`src/rtl/trtu_pkg.sv`:
```
// Package for the trigger record timestamp unwrap unit.
// Holds field widths, register reset values, register indexes and the record struct.
// No dependencies.
`timescale 1ns / 1ps

package trtu_pkg;

  // Default widths of the two wrap counters
  localparam int unsigned TsWrapBitsDef = 8;
  localparam int unsigned IdWrapBitsDef = 16;

  // Field widths of one record
  localparam int unsigned RawTsW   = 40;
  localparam int unsigned TrigW    = 16;
  localparam int unsigned PeriodW  = 24;
  localparam int unsigned MarginW  = 16;
  localparam int unsigned IdOutW   = 32;
  localparam int unsigned TicksOutW = 48;
  localparam int unsigned TimeW    = 64;

  // Register reset values
  localparam logic [PeriodW-1:0] TickPeriodRst = 24'd492752;
  localparam logic [MarginW-1:0] IdMarginRst   = 16'd500;

  // Register indexes (word address bit)
  localparam logic RegTickPeriod = 1'b0;
  localparam logic RegIdMargin   = 1'b1;

  // Position of the last byte of an 8-byte record
  localparam logic [2:0] LastByte = 3'd7;

  // Result fields that travel alongside the time computation
  typedef struct packed {
    logic [IdOutW-1:0]    trigger_id;
    logic [TicksOutW-1:0] ticks;
    logic                 wrap_sat;
  } rec_t;

endpackage

```
`src/rtl/trtu_scale.sv`:
```
// Tick-to-time scaling pipeline of the timestamp unwrap unit.
// Two partial products, then saturating add into the output register.
// Depends on trtu_pkg.
`timescale 1ns / 1ps

module trtu_scale #(
  parameter int unsigned TS_WRAP_BITS = trtu_pkg::TsWrapBitsDef
) (
  input  logic                         clk_i,
  input  logic                         rst_ni,
  input  logic                         in_valid_i,
  output logic                         in_ready_o,
  input  trtu_pkg::rec_t               in_rec_i,
  input  logic [TS_WRAP_BITS+39:0]     in_ticks_i,
  input  logic [trtu_pkg::PeriodW-1:0] period_i,
  output logic                         out_valid_o,
  input  logic                         out_ready_i,
  output trtu_pkg::rec_t               out_rec_o,
  output logic [trtu_pkg::TimeW-1:0]   out_time_o
);

  localparam int unsigned TickW = TS_WRAP_BITS + trtu_pkg::RawTsW;
  localparam int unsigned HinW  = TickW - 32;
  localparam int unsigned HiW   = HinW + trtu_pkg::PeriodW;
  localparam int unsigned LoW   = 32 + trtu_pkg::PeriodW;

  logic           s2_valid_q;
  trtu_pkg::rec_t s2_rec_q;
  logic [HiW-1:0] s2_hi_q;
  logic [LoW-1:0] s2_lo_q;

  logic                       out_valid_q;
  trtu_pkg::rec_t             out_rec_q;
  logic [trtu_pkg::TimeW-1:0] out_time_q;
  logic [trtu_pkg::TimeW-1:0] time_d;

  logic        out_ready;
  logic [63:0] hi64;
  logic        hi_over;
  logic [64:0] sum;

  assign out_ready  = !out_valid_q || out_ready_i;
  assign in_ready_o = !s2_valid_q || out_ready;

  always_ff @(posedge clk_i or negedge rst_ni) begin
    if (!rst_ni) begin
      s2_valid_q <= 1'b0;
    end else if (in_ready_o) begin
      s2_valid_q <= in_valid_i;
    end
  end

  always_ff @(posedge clk_i) begin
    if (in_ready_o && in_valid_i) begin
      s2_rec_q <= in_rec_i;
      s2_hi_q  <= in_ticks_i[TickW-1:32] * period_i;
      s2_lo_q  <= in_ticks_i[31:0] * period_i;
    end
  end

  always_comb begin
    hi64    = 64'(s2_hi_q);
    hi_over = |hi64[63:40];
    sum     = {1'b0, hi64[39:0], 24'd0} + {17'd0, s2_lo_q[LoW-1:8]};
    time_d  = (hi_over || sum[64]) ? '1 : sum[63:0];
  end

  always_ff @(posedge clk_i or negedge rst_ni) begin
    if (!rst_ni) begin
      out_valid_q <= 1'b0;
    end else if (out_ready) begin
      out_valid_q <= s2_valid_q;
    end
  end

  always_ff @(posedge clk_i) begin
    if (out_ready && s2_valid_q) begin
      out_rec_q  <= s2_rec_q;
      out_time_q <= time_d;
    end
  end

  assign out_valid_o = out_valid_q;
  assign out_rec_o   = out_rec_q;
  assign out_time_o  = out_time_q;

endmodule

```
`src/rtl/trigger_record_timestamp_unwrap_unit.sv`:
```
// Top level of the trigger record timestamp unwrap unit.
// Assembles records, unwraps counters, holds registers; uses trtu_pkg and trtu_scale.
`timescale 1ns / 1ps

// Usage:
// - Slave stream: one byte per transfer. Eight bytes form a little-endian record:
//   tag byte (ignored), 16-bit trigger number, 40-bit tick timestamp.
// - Master stream: one transfer per completed record carrying the extended
//   trigger id, the extended tick count and the time in 1/256 ns (tdata), and
//   the wrap saturation flag (tuser).
// - APB port: tick period (Q8.16 ns per tick) at 0x0, trigger wrap margin at 0x4.
//   Write only while the stream is idle; pready is always high.
// - Throughput: one byte per cycle. The record-assembly register, the
//   stage-1 result register, the partial product register and the output
//   register form the pipeline, so every byte, including a record's last one,
//   can be taken each cycle while the receiver keeps up.
// - Result path: the edge that takes the last byte of a record loads the
//   unwrap state and the stage-1 result register; the product stage and
//   then the add into the output register follow, and tvalid rises with it.
// - Stall: the output register holds its transfer; the two stages behind it
//   keep filling, and tready drops only for a last byte that finds them full.
//   Bytes 0..6 of a record are always accepted.
// - Reset: byte position, wrap counters and previous values clear; registers
//   take their reset values; no result is pending.

module trigger_record_timestamp_unwrap_unit #(
  parameter int unsigned TS_WRAP_BITS = trtu_pkg::TsWrapBitsDef,
  parameter int unsigned ID_WRAP_BITS = trtu_pkg::IdWrapBitsDef
) (
  input  logic         clk_i,
  input  logic         rst_ni,
  // slave stream: [7:0] data_byte
  input  logic         s_axis_tvalid,
  output logic         s_axis_tready,
  input  logic [7:0]   s_axis_tdata,
  // master stream: [31:0] trigger_id, [79:32] timestamp_ticks, [143:80] time_fine_ns
  output logic         m_axis_tvalid,
  input  logic         m_axis_tready,
  output logic [143:0] m_axis_tdata,
  // tuser: [0] wrap_saturated
  output logic [0:0]   m_axis_tuser,
  // APB configuration port
  input  logic         psel,
  input  logic         penable,
  input  logic         pwrite,
  input  logic [2:0]   paddr,
  input  logic [31:0]  pwdata,
  output logic [31:0]  prdata,
  output logic         pready
);

  localparam int unsigned TickW = TS_WRAP_BITS + trtu_pkg::RawTsW;
  localparam logic [TS_WRAP_BITS-1:0] TsWrapMax = '1;
  localparam logic [ID_WRAP_BITS-1:0] IdWrapMax = '1;

  // Configuration registers
  logic [trtu_pkg::PeriodW-1:0] period_q;
  logic [trtu_pkg::MarginW-1:0] margin_q;
  logic                         cfg_wr;

  // Record assembly and unwrap state
  logic [2:0]                 pos_q;
  logic [55:0]                rec_q;
  logic [trtu_pkg::RawTsW-1:0] prev_ts_q;
  logic [TS_WRAP_BITS-1:0]    ts_wraps_q, ts_wraps_d;
  logic [trtu_pkg::TrigW-1:0] prev_trig_q;
  logic [ID_WRAP_BITS-1:0]    id_wraps_q, id_wraps_d;

  // Stage 1 result register
  logic           s1_valid_q;
  trtu_pkg::rec_t s1_rec_q, s1_rec_d;
  logic [TickW-1:0] s1_ticks_q, s1_ticks_d;

  logic                        s1_ready;
  logic                        scale_ready;
  logic                        in_xfer;
  logic                        last_xfer;
  logic [trtu_pkg::RawTsW-1:0] ts_raw;
  logic [trtu_pkg::TrigW-1:0]  trig_raw;

  trtu_pkg::rec_t             out_rec;
  logic [trtu_pkg::TimeW-1:0] out_time;

  // ---------------- configuration port ----------------
  assign pready = 1'b1;
  assign cfg_wr = psel && penable && pwrite;

  always_ff @(posedge clk_i or negedge rst_ni) begin
    if (!rst_ni) begin
      period_q <= trtu_pkg::TickPeriodRst;
      margin_q <= trtu_pkg::IdMarginRst;
    end else if (cfg_wr) begin
      unique case (paddr[2])
        trtu_pkg::RegTickPeriod: period_q <= pwdata[trtu_pkg::PeriodW-1:0];
        trtu_pkg::RegIdMargin:   margin_q <= pwdata[trtu_pkg::MarginW-1:0];
        default: ;
      endcase
    end
  end

  always_comb begin
    unique case (paddr[2])
      trtu_pkg::RegTickPeriod: prdata = 32'(period_q);
      trtu_pkg::RegIdMargin:   prdata = 32'(margin_q);
      default:                 prdata = '0;
    endcase
  end

  // ---------------- input handshake ----------------
  // Bytes 0..6 only shift into the assembly register; the last byte needs room
  // in stage 1.
  assign s1_ready      = !s1_valid_q || scale_ready;
  assign s_axis_tready = (pos_q != trtu_pkg::LastByte) || s1_ready;
  assign in_xfer       = s_axis_tvalid && s_axis_tready;
  assign last_xfer     = in_xfer && (pos_q == trtu_pkg::LastByte);

  // ---------------- unwrap logic ----------------
  assign trig_raw = rec_q[23:8];
  assign ts_raw   = {s_axis_tdata, rec_q[55:24]};

  always_comb begin
    ts_wraps_d = ts_wraps_q;
    if ((ts_raw < prev_ts_q) && (ts_wraps_q != TsWrapMax)) begin
      ts_wraps_d = ts_wraps_q + 1'b1;
    end
    // Count a trigger wrap only on a drop larger than the margin
    id_wraps_d = id_wraps_q;
    if ((prev_trig_q >= margin_q) && (trig_raw < (prev_trig_q - margin_q)) &&
        (id_wraps_q != IdWrapMax)) begin
      id_wraps_d = id_wraps_q + 1'b1;
    end

    s1_ticks_d          = {ts_wraps_d, ts_raw};
    s1_rec_d.trigger_id = {16'(id_wraps_d), trig_raw};
    s1_rec_d.ticks      = 48'(s1_ticks_d);
    s1_rec_d.wrap_sat   = (ts_wraps_d == TsWrapMax) || (id_wraps_d == IdWrapMax);
  end

  always_ff @(posedge clk_i or negedge rst_ni) begin
    if (!rst_ni) begin
      pos_q       <= '0;
      rec_q       <= '0;
      prev_ts_q   <= '0;
      ts_wraps_q  <= '0;
      prev_trig_q <= '0;
      id_wraps_q  <= '0;
    end else if (in_xfer) begin
      if (last_xfer) begin
        pos_q       <= '0;
        rec_q       <= '0;
        prev_ts_q   <= ts_raw;
        ts_wraps_q  <= ts_wraps_d;
        prev_trig_q <= trig_raw;
        id_wraps_q  <= id_wraps_d;
      end else begin
        // Drop the byte into its slot and advance
        rec_q[8*pos_q +: 8] <= s_axis_tdata;
        pos_q               <= pos_q + 3'd1;
      end
    end
  end

  // ---------------- stage 1 register ----------------
  always_ff @(posedge clk_i or negedge rst_ni) begin
    if (!rst_ni) begin
      s1_valid_q <= 1'b0;
    end else if (s1_ready) begin
      s1_valid_q <= last_xfer;
    end
  end

  always_ff @(posedge clk_i) begin
    if (last_xfer) begin
      s1_rec_q   <= s1_rec_d;
      s1_ticks_q <= s1_ticks_d;
    end
  end

  // ---------------- time scaling and output register ----------------
  trtu_scale #(
    .TS_WRAP_BITS(TS_WRAP_BITS)
  ) u_scale (
    .clk_i       (clk_i),
    .rst_ni      (rst_ni),
    .in_valid_i  (s1_valid_q),
    .in_ready_o  (scale_ready),
    .in_rec_i    (s1_rec_q),
    .in_ticks_i  (s1_ticks_q),
    .period_i    (period_q),
    .out_valid_o (m_axis_tvalid),
    .out_ready_i (m_axis_tready),
    .out_rec_o   (out_rec),
    .out_time_o  (out_time)
  );

  assign m_axis_tdata = {out_time, out_rec.ticks, out_rec.trigger_id};
  assign m_axis_tuser = out_rec.wrap_sat;

endmodule
```
`config.mk`:
```
export PLATFORM = sky130hd
export DESIGN_NAME = trigger_record_timestamp_unwrap_unit
export DESIGN_NICKNAME = d
export VERILOG_FILES = /design/src/rtl/trtu_pkg.sv /design/src/rtl/trtu_scale.sv /design/src/rtl/trigger_record_timestamp_unwrap_unit.sv
export SDC_FILE = /design/constraint.sdc
export NUM_CORES = 2
export LEC_CHECK = 0
export BUFFER_PORTS_ARGS = -buffer_cell sky130_fd_sc_hd__buf_2
export CAP_MARGIN = 40
export CORE_UTILIZATION = 52
export CTS_CLUSTER_SIZE = 40
export DETAILED_ROUTE_END_ITERATION = 12
export GPL_TIMING_DRIVEN = 0
export PLACE_DENSITY = 0.8
export SETUP_SLACK_MARGIN = 0.4
export SYNTH_ARGS = -nofsm -noshare
export SYNTH_HDL_FRONTEND = slang
export SYNTH_SLANG_ARGS = --single-unit
```
`constraint.sdc`:
```
create_clock -name clk_i -period 9.9 [get_ports clk_i]
set_input_delay 0.495 -clock clk_i [delete_from_list [all_inputs] [get_ports clk_i]]
set_output_delay 0.495 -clock clk_i [all_outputs]
set_load 0.03 [all_outputs]
```
# After elaboration in Yosys (flattened, before gate mapping)
# Cells that the tools add are included.
# Widths: inputs -> output; s select.
[classes]
n_addsub = 6
mul = 2
n_div = 0
order_cmp = 3
eq_ne = 6
shifts = 2
mux = 6
bitwise_logic = 1
n_reduce_logical = 20
[op_table]
columns = ["cell", "n"]
rows = [
  ["$add 64x48->65", 1],
  ["$pmux 32 s2", 1],
  ["$bwmux 56", 1],
  ["$mul 32x24->56", 1],
  ["$mux 56", 1],
  ["$shift 8x34->56 const A", 1],
  ["$shiftx 8x34->56", 1],
  ["$lt 40x40->1", 1],
  ["$mul 16x24->40", 1],
  ["$neg 6->34", 1],
  ["$add 16x1->16 const B", 1],
  ["$eq 16x16->1 const B", 1],
  ["$ge 16x16->1", 1],
  ["$lt 16x16->1", 1],
  ["$mux 16", 1],
  ["$ne 16x16->1 const B", 1],
  ["$sub 16x16->16", 1],
  ["$logic_and 1x1->1", 9],
  ["$add 8x1->8 const B", 1],
  ["$eq 8x8->1 const B", 1],
  ["$mux 8", 1],
  ["$ne 8x8->1 const B", 1],
  ["$reduce_and 2->1", 3],
  ["$logic_or 1x1->1", 5],
  ["6 further kinds", 8],
]
[word_totals]
reg_bits = 585
latchBits = 0
ramBits = 0
romBits = 0
out_inout_bits = 180
word_cells = 69
mem_count = 0

# Longest topological paths before layout
[logic_depth]
word_depth = 8
mapped_depth = 27
ltp_nobuf = 26

# Cells and area by module
# A second synthesis with hierarchy kept.
[hier_totals]
cells_unflattened = 5851
area_unflattened_um2 = 60051.3
[modules_own_cells]
columns = ["mod", "instances", "cells_per_inst", "area_each_um2"]
rows = [
  ["trtu_scale", 1, 4775, 47828.4],
  ["trigger_record_timestamp_unwrap_unit", 1, 1076, 12223.0],
]

# Worst setup path before layout
# No wires, ideal clock.
[synth_path]
kind = "register to register"
start = "reg period_q[1] in the netlist's numbering"
end = "reg u_scale.s2_lo_q[55] (data pin)"
setup_time_ps = 265
arrival_ps = 6879
slack_ps = 2755
stages_incl_launch_ff = 26
synth_period_minus_slack_ps = 7145
cell_sequence = "dfrtp_1 clkbuf_1 clkbuf_1 and2_1 fa_1 fa_1 inv_1 fa_1 inv_1 fa_1 fa_1 fa_1 inv_1 fa_1 inv_1 ha_1 a21o_1 a21oi_1 nor2_1 a2111oi_2 o22a_1 o211ai_2 o211ai_2 a41oi_2 and4_1 or3_1"
[synth_via]
elab_chain_cells = 1
[synth_lines]
columns = ["element", "line_no", "text"]
rows = [
  ["start, declared", "trigger_record_timestamp_unwrap_unit.sv:57", "logic [trtu_pkg::PeriodW-1:0] period_q;"],
  ["start signal, assigned", "trigger_record_timestamp_unwrap_unit.sv:90", "period_q <= trtu_pkg::TickPeriodRst;"],
  ["start signal, assigned", "trigger_record_timestamp_unwrap_unit.sv:94", "trtu_pkg::RegTickPeriod: period_q <= pwdata[trtu_pkg::PeriodW-1:0];"],
  ["$mul 32x24->56", "trtu_scale.sv:57", "s2_lo_q <= in_ticks_i[31:0] * period_i;"],
  ["end signal, assigned", "trtu_scale.sv:57", ""],
  ["end, declared", "trtu_scale.sv:30", "logic [LoW-1:0] s2_lo_q;"],
]
# No other way between the ends.
# A chain may end at the register's enable or synchronous reset.

# Worst setup path after layout
[layout_path]
start = "reg s1_ticks_q[12]"
end = "reg u_scale.s2_lo_q[55] (data pin)"
[layout_via]
elab_chain_cells = 1
[layout_lines]
columns = ["element", "line_no", "text"]
rows = [
  ["start, declared", "trigger_record_timestamp_unwrap_unit.sv:72", "logic [TickW-1:0] s1_ticks_q, s1_ticks_d;"],
  ["start signal, assigned", "trigger_record_timestamp_unwrap_unit.sv:175", "s1_ticks_q <= s1_ticks_d;"],
  ["$mul 32x24->56", "trtu_scale.sv:57", ""],
]
# No other way between the ends.

==> results.md <==
- Drt total wl: ~190,000 µm
- Class of the worst hold path: primary input to flop
- HPWL after DPL: ~150,000 µm
- Hold Startpoint: pwdata[1]
- CTS Sinks: 569
- TNS Setup: 0 ps
- CTS Buf Count: 57
- DRC errors left: 0
- CP max stage delay: about 900 ps
- Maximum clock frequency: between 100 and 150 MHz
- Max Slew Vio Count: 0
- Worst Path Arrival: ~9600 ps
- Die ar.: ~0.12 mm²
- Endpoints failing setup: 0
- Buffers on Ports: about 210
- Min Tclk post-route: roughly 9200 ps
- Max-cap violations: 0
- Die Y: between 300 and 400 µm
- Share of synthesized registers carrying an async set or reset: 0.306
- H-tree depth: 2
- RSZ-0062 raised after global routing: false
- CP Class: flop to flop
- Worst-path cell chain: clkbuf_1 > buf_6 > nand2_1 > fa_1 > inv_1 > fa_1 > fa_1 > fa_1 > fa_1 > fa_1 > inv_1 > fa_1 > inv_1 > ha_1 > and3_1 > nand2_1 > nor3_2 > and3_1 > a32oi_1 > o211ai_2 > o211ai_2 > a41oi_2 > and4_1 > or3_1
- Vias: between 40,000 and 50,000
- Post-synth EDFFs: roughly 400
- Crit path buf inv count: 5
- CP top delay family: adder cells
- Sequential element share of the synthesized area: 0.271
- Maximum buffer depth of the clock tree: 3
- Area grow syn2layout: 9.94%
- Worst R2R End: u_scale.s2_lo_q[55]
- Vias per inst: 5.75
- Status: finished clean
- Netlist Area Pre-Place: between 0.05 and 0.06 mm²
- Worst path most repeated cell: fa_1
- Horiz. Die Dim: between 300 and 400 µm
- CTS tree: yes
- GR Overflow Total: 0
- WHS Path Cells: 2
- Clk_skew: ~62 ps
- Worst Reg-to-Reg Cells: 24
- Share of layout cells above drive strength 1: 0.0826
- Pre-Repair DR Iteration Count: 6
- Hold Path End: margin_q[1]
- Post-synth top flop: edfxtp_1
- Clock slew at reported path FFs: around 70 ps
- CP startpoint kind: flop
- Final ANT Viol Nets: 0
- Routed len/inst: 24.4 µm
- R2R Path Start: s1_ticks_q[12]
- CP max stage cell: edfxtp_1
- Critical Path Sink Type: flop
- Row cnt: approximately 120
- Core area: around 0.11 mm²
- Req. time, crit path: ~10,000 ps
- Fillers: approximately 9,400
- Tightest Pin Transition: between 1000 and 1500 ps
- Total GRT Usage: 0.329
- First-pass GRT wire length: ~280,000 µm
- CTS Root Cell: clkbuf_16
- RD Place Congestion: between 1 and 1.5
- Synth warn: 0
- I/O pins: 230
- Final Hold Viols: 0
- Nets: between 7,000 and 8,000
- Largest net degree at the start of global routing: 91
- Syn avg cell area: between 10 and 15 µm²
- Drt initial violations: 4,523
- CP max FO: 9
- Vias in the first global route: 45,600
- R2r setup slk: just over 700 ps
- Rel. slew slack: 0.320
- Initial Util: 0.524
- Yosys reg bits: 569
- Post-synthesis instance total: 5,816
- Clk Latency, worst-skew pair: approximately 730 ps
- Yosys cell types: 95
- Final worst-path cycle share: 0.927
- Antenna violations before repair: 18
cell usage after synthesis, drive strengths merged (12+ instances only):
| cell type | number | area (µm²) |
|---|---|---|
| nand3 | 53 | 270 |
| nor3 | 26 | 135 |
| inv | 1100 | 4130 |
| xor2 | 69 | 604 |
| a22o | 43 | 377 |
| fa | 965 | 19300 |
| and3 | 37 | 231 |
| dfrtp | 160 | 4000 |
| o21a | 12 | 90.1 |
| nand2b | 51 | 319 |
| dfstp | 14 | 368 |
| nand4 | 29 | 181 |
| ha | 392 | 4900 |
| mux2 | 63 | 709 |
| edfxtp | 395 | 11900 |
| nor2 | 85 | 327 |
| a31oi | 29 | 181 |
| buf | 20 | 133 |
| nor2b | 38 | 238 |
| xnor2 | 81 | 709 |
| clkbuf | 261 | 1000 |
| o21ai | 114 | 578 |
| a21oi | 134 | 678 |
| and2 | 547 | 3420 |
| a21o | 75 | 564 |
| nand2 | 863 | 3240 |
registers in the layout, indices dropped and copies added, names as in the netlist, 33 cells and up:
register / cells
prev_ts_q: 40
rec_q: 48
s1_rec_q: 33
s1_ticks_q: 48
u_scale.out_rec_o: 81
u_scale.out_time_o: 64
u_scale.s2_hi_q: 40
u_scale.s2_lo_q: 48
u_scale.s2_rec_q: 81
cell usage in the layout (no fill, tap or decap), types with 69 or more instances in the layout:
cell type,synthesis,final
inv_1,1099,1099
fa_1,965,965
nand2_1,861,861
and2_1,545,543
edfxtp_1,395,395
ha_1,392,392
clkbuf_1,259,265
buf_2,4,216
dfrtp_1,160,160
a21oi_1,132,132
o21ai_0,98,98
nor2_1,84,84
xnor2_1,81,81
a21o_1,74,74
xor2_1,69,69
logic make-up after synthesis:
| group | Yosys count | share of synthesized area |
|---|---|---|
| buffers and inverters | 1382 | 0.0880 |
| other | 2 | 0.000125 |
| DFF | 569 | 0.271 |
| muxes | 66 | 0.0123 |
| and+or+nand+nor | 1791 | 0.148 |
| AOI/OAI and AO/OA | 499 | 0.0549 |
| xor gates and xnor gates | 150 | 0.0219 |
| adders and majority gates | 1357 | 0.404 |
layer usage:
layer,wire length (µm),vias to the layer above,global-route usage
li1,-,18700,-
met1,68800,22200,0.417
met2,82900,2810,0.497
met3,24700,650,0.110
met4,12500,12,0.181
met5,172,-,0.00531
timing repair:
| action | 4_1_cts | 5_1_grt |
|---|---|---|
| hold buffers | 1 | 0 |
| resized for setup | 0 | 7 |
| setup buffers | 0 | 0 |
| setup endpoints to repair | 0 | 4 |
| hold endpoints to repair | 80 | 0 |
layout make-up:
| cell class | instances | area [µm²] | share of cell area |
|---|---|---|---|
| multi-input cells | 3872 | 38500 | 0.584 |
| diodes | 16 | 40.0 | 0.000608 |
| clock buffers | 74 | 1580 | 0.0240 |
| well taps | 1512 | 1890 | 0.0287 |
| inverters | 1100 | 4130 | 0.0627 |
| plain buffers | 282 | 1150 | 0.0174 |
| repair buffers | 278 | 2020 | 0.0307 |
| flip-flops and latches | 569 | 16200 | 0.246 |
| clock inverters | 32 | 379 | 0.00575 |
metrics by stage:
stage / hold slack (ps) / cell area, µm² / util / setup WS [ps] / std cells
after floorplan: 199 / 59900 / - / 2760 / 5823
after global placement: 404 / 62900 / 0.550 / 437 / 7544
after detailed placement: 405 / 63800 / 0.558 / 563 / 7607
after CTS: 23.6 / 65800 / 0.575 / 497 / 7714
after global routing: 44.4 / 65800 / 0.576 / 565 / 7720
final: 52.5 / 65900 / 0.576 / 726 / 7735
worst max path at each step:
| stage | startpoint | to | slack, ps | cells after the start |
|---|---|---|---|---|
| 2_1_floorplan | period_q[1] | u_scale.s2_lo_q[55] | 2760 | 25 |
| 3_3_place_gp | period_q[0] | u_scale.s2_lo_q[55] | 440 | 24 |
| 3_5_place_dp | s1_ticks_q[12] | u_scale.s2_lo_q[55] | 560 | 22 |
| 4_1_cts | s1_ticks_q[12] | u_scale.s2_lo_q[55] | 500 | 22 |
| 5_1_grt | s1_ticks_q[12] | u_scale.s2_lo_q[55] | 570 | 24 |
| 6_report | s1_ticks_q[12] | u_scale.s2_lo_q[55] | 730 | 24 |
Power is left out: the tool's default activity adds up to more than one toggle a clock period on the data nets, which glitch-free logic cannot reach.
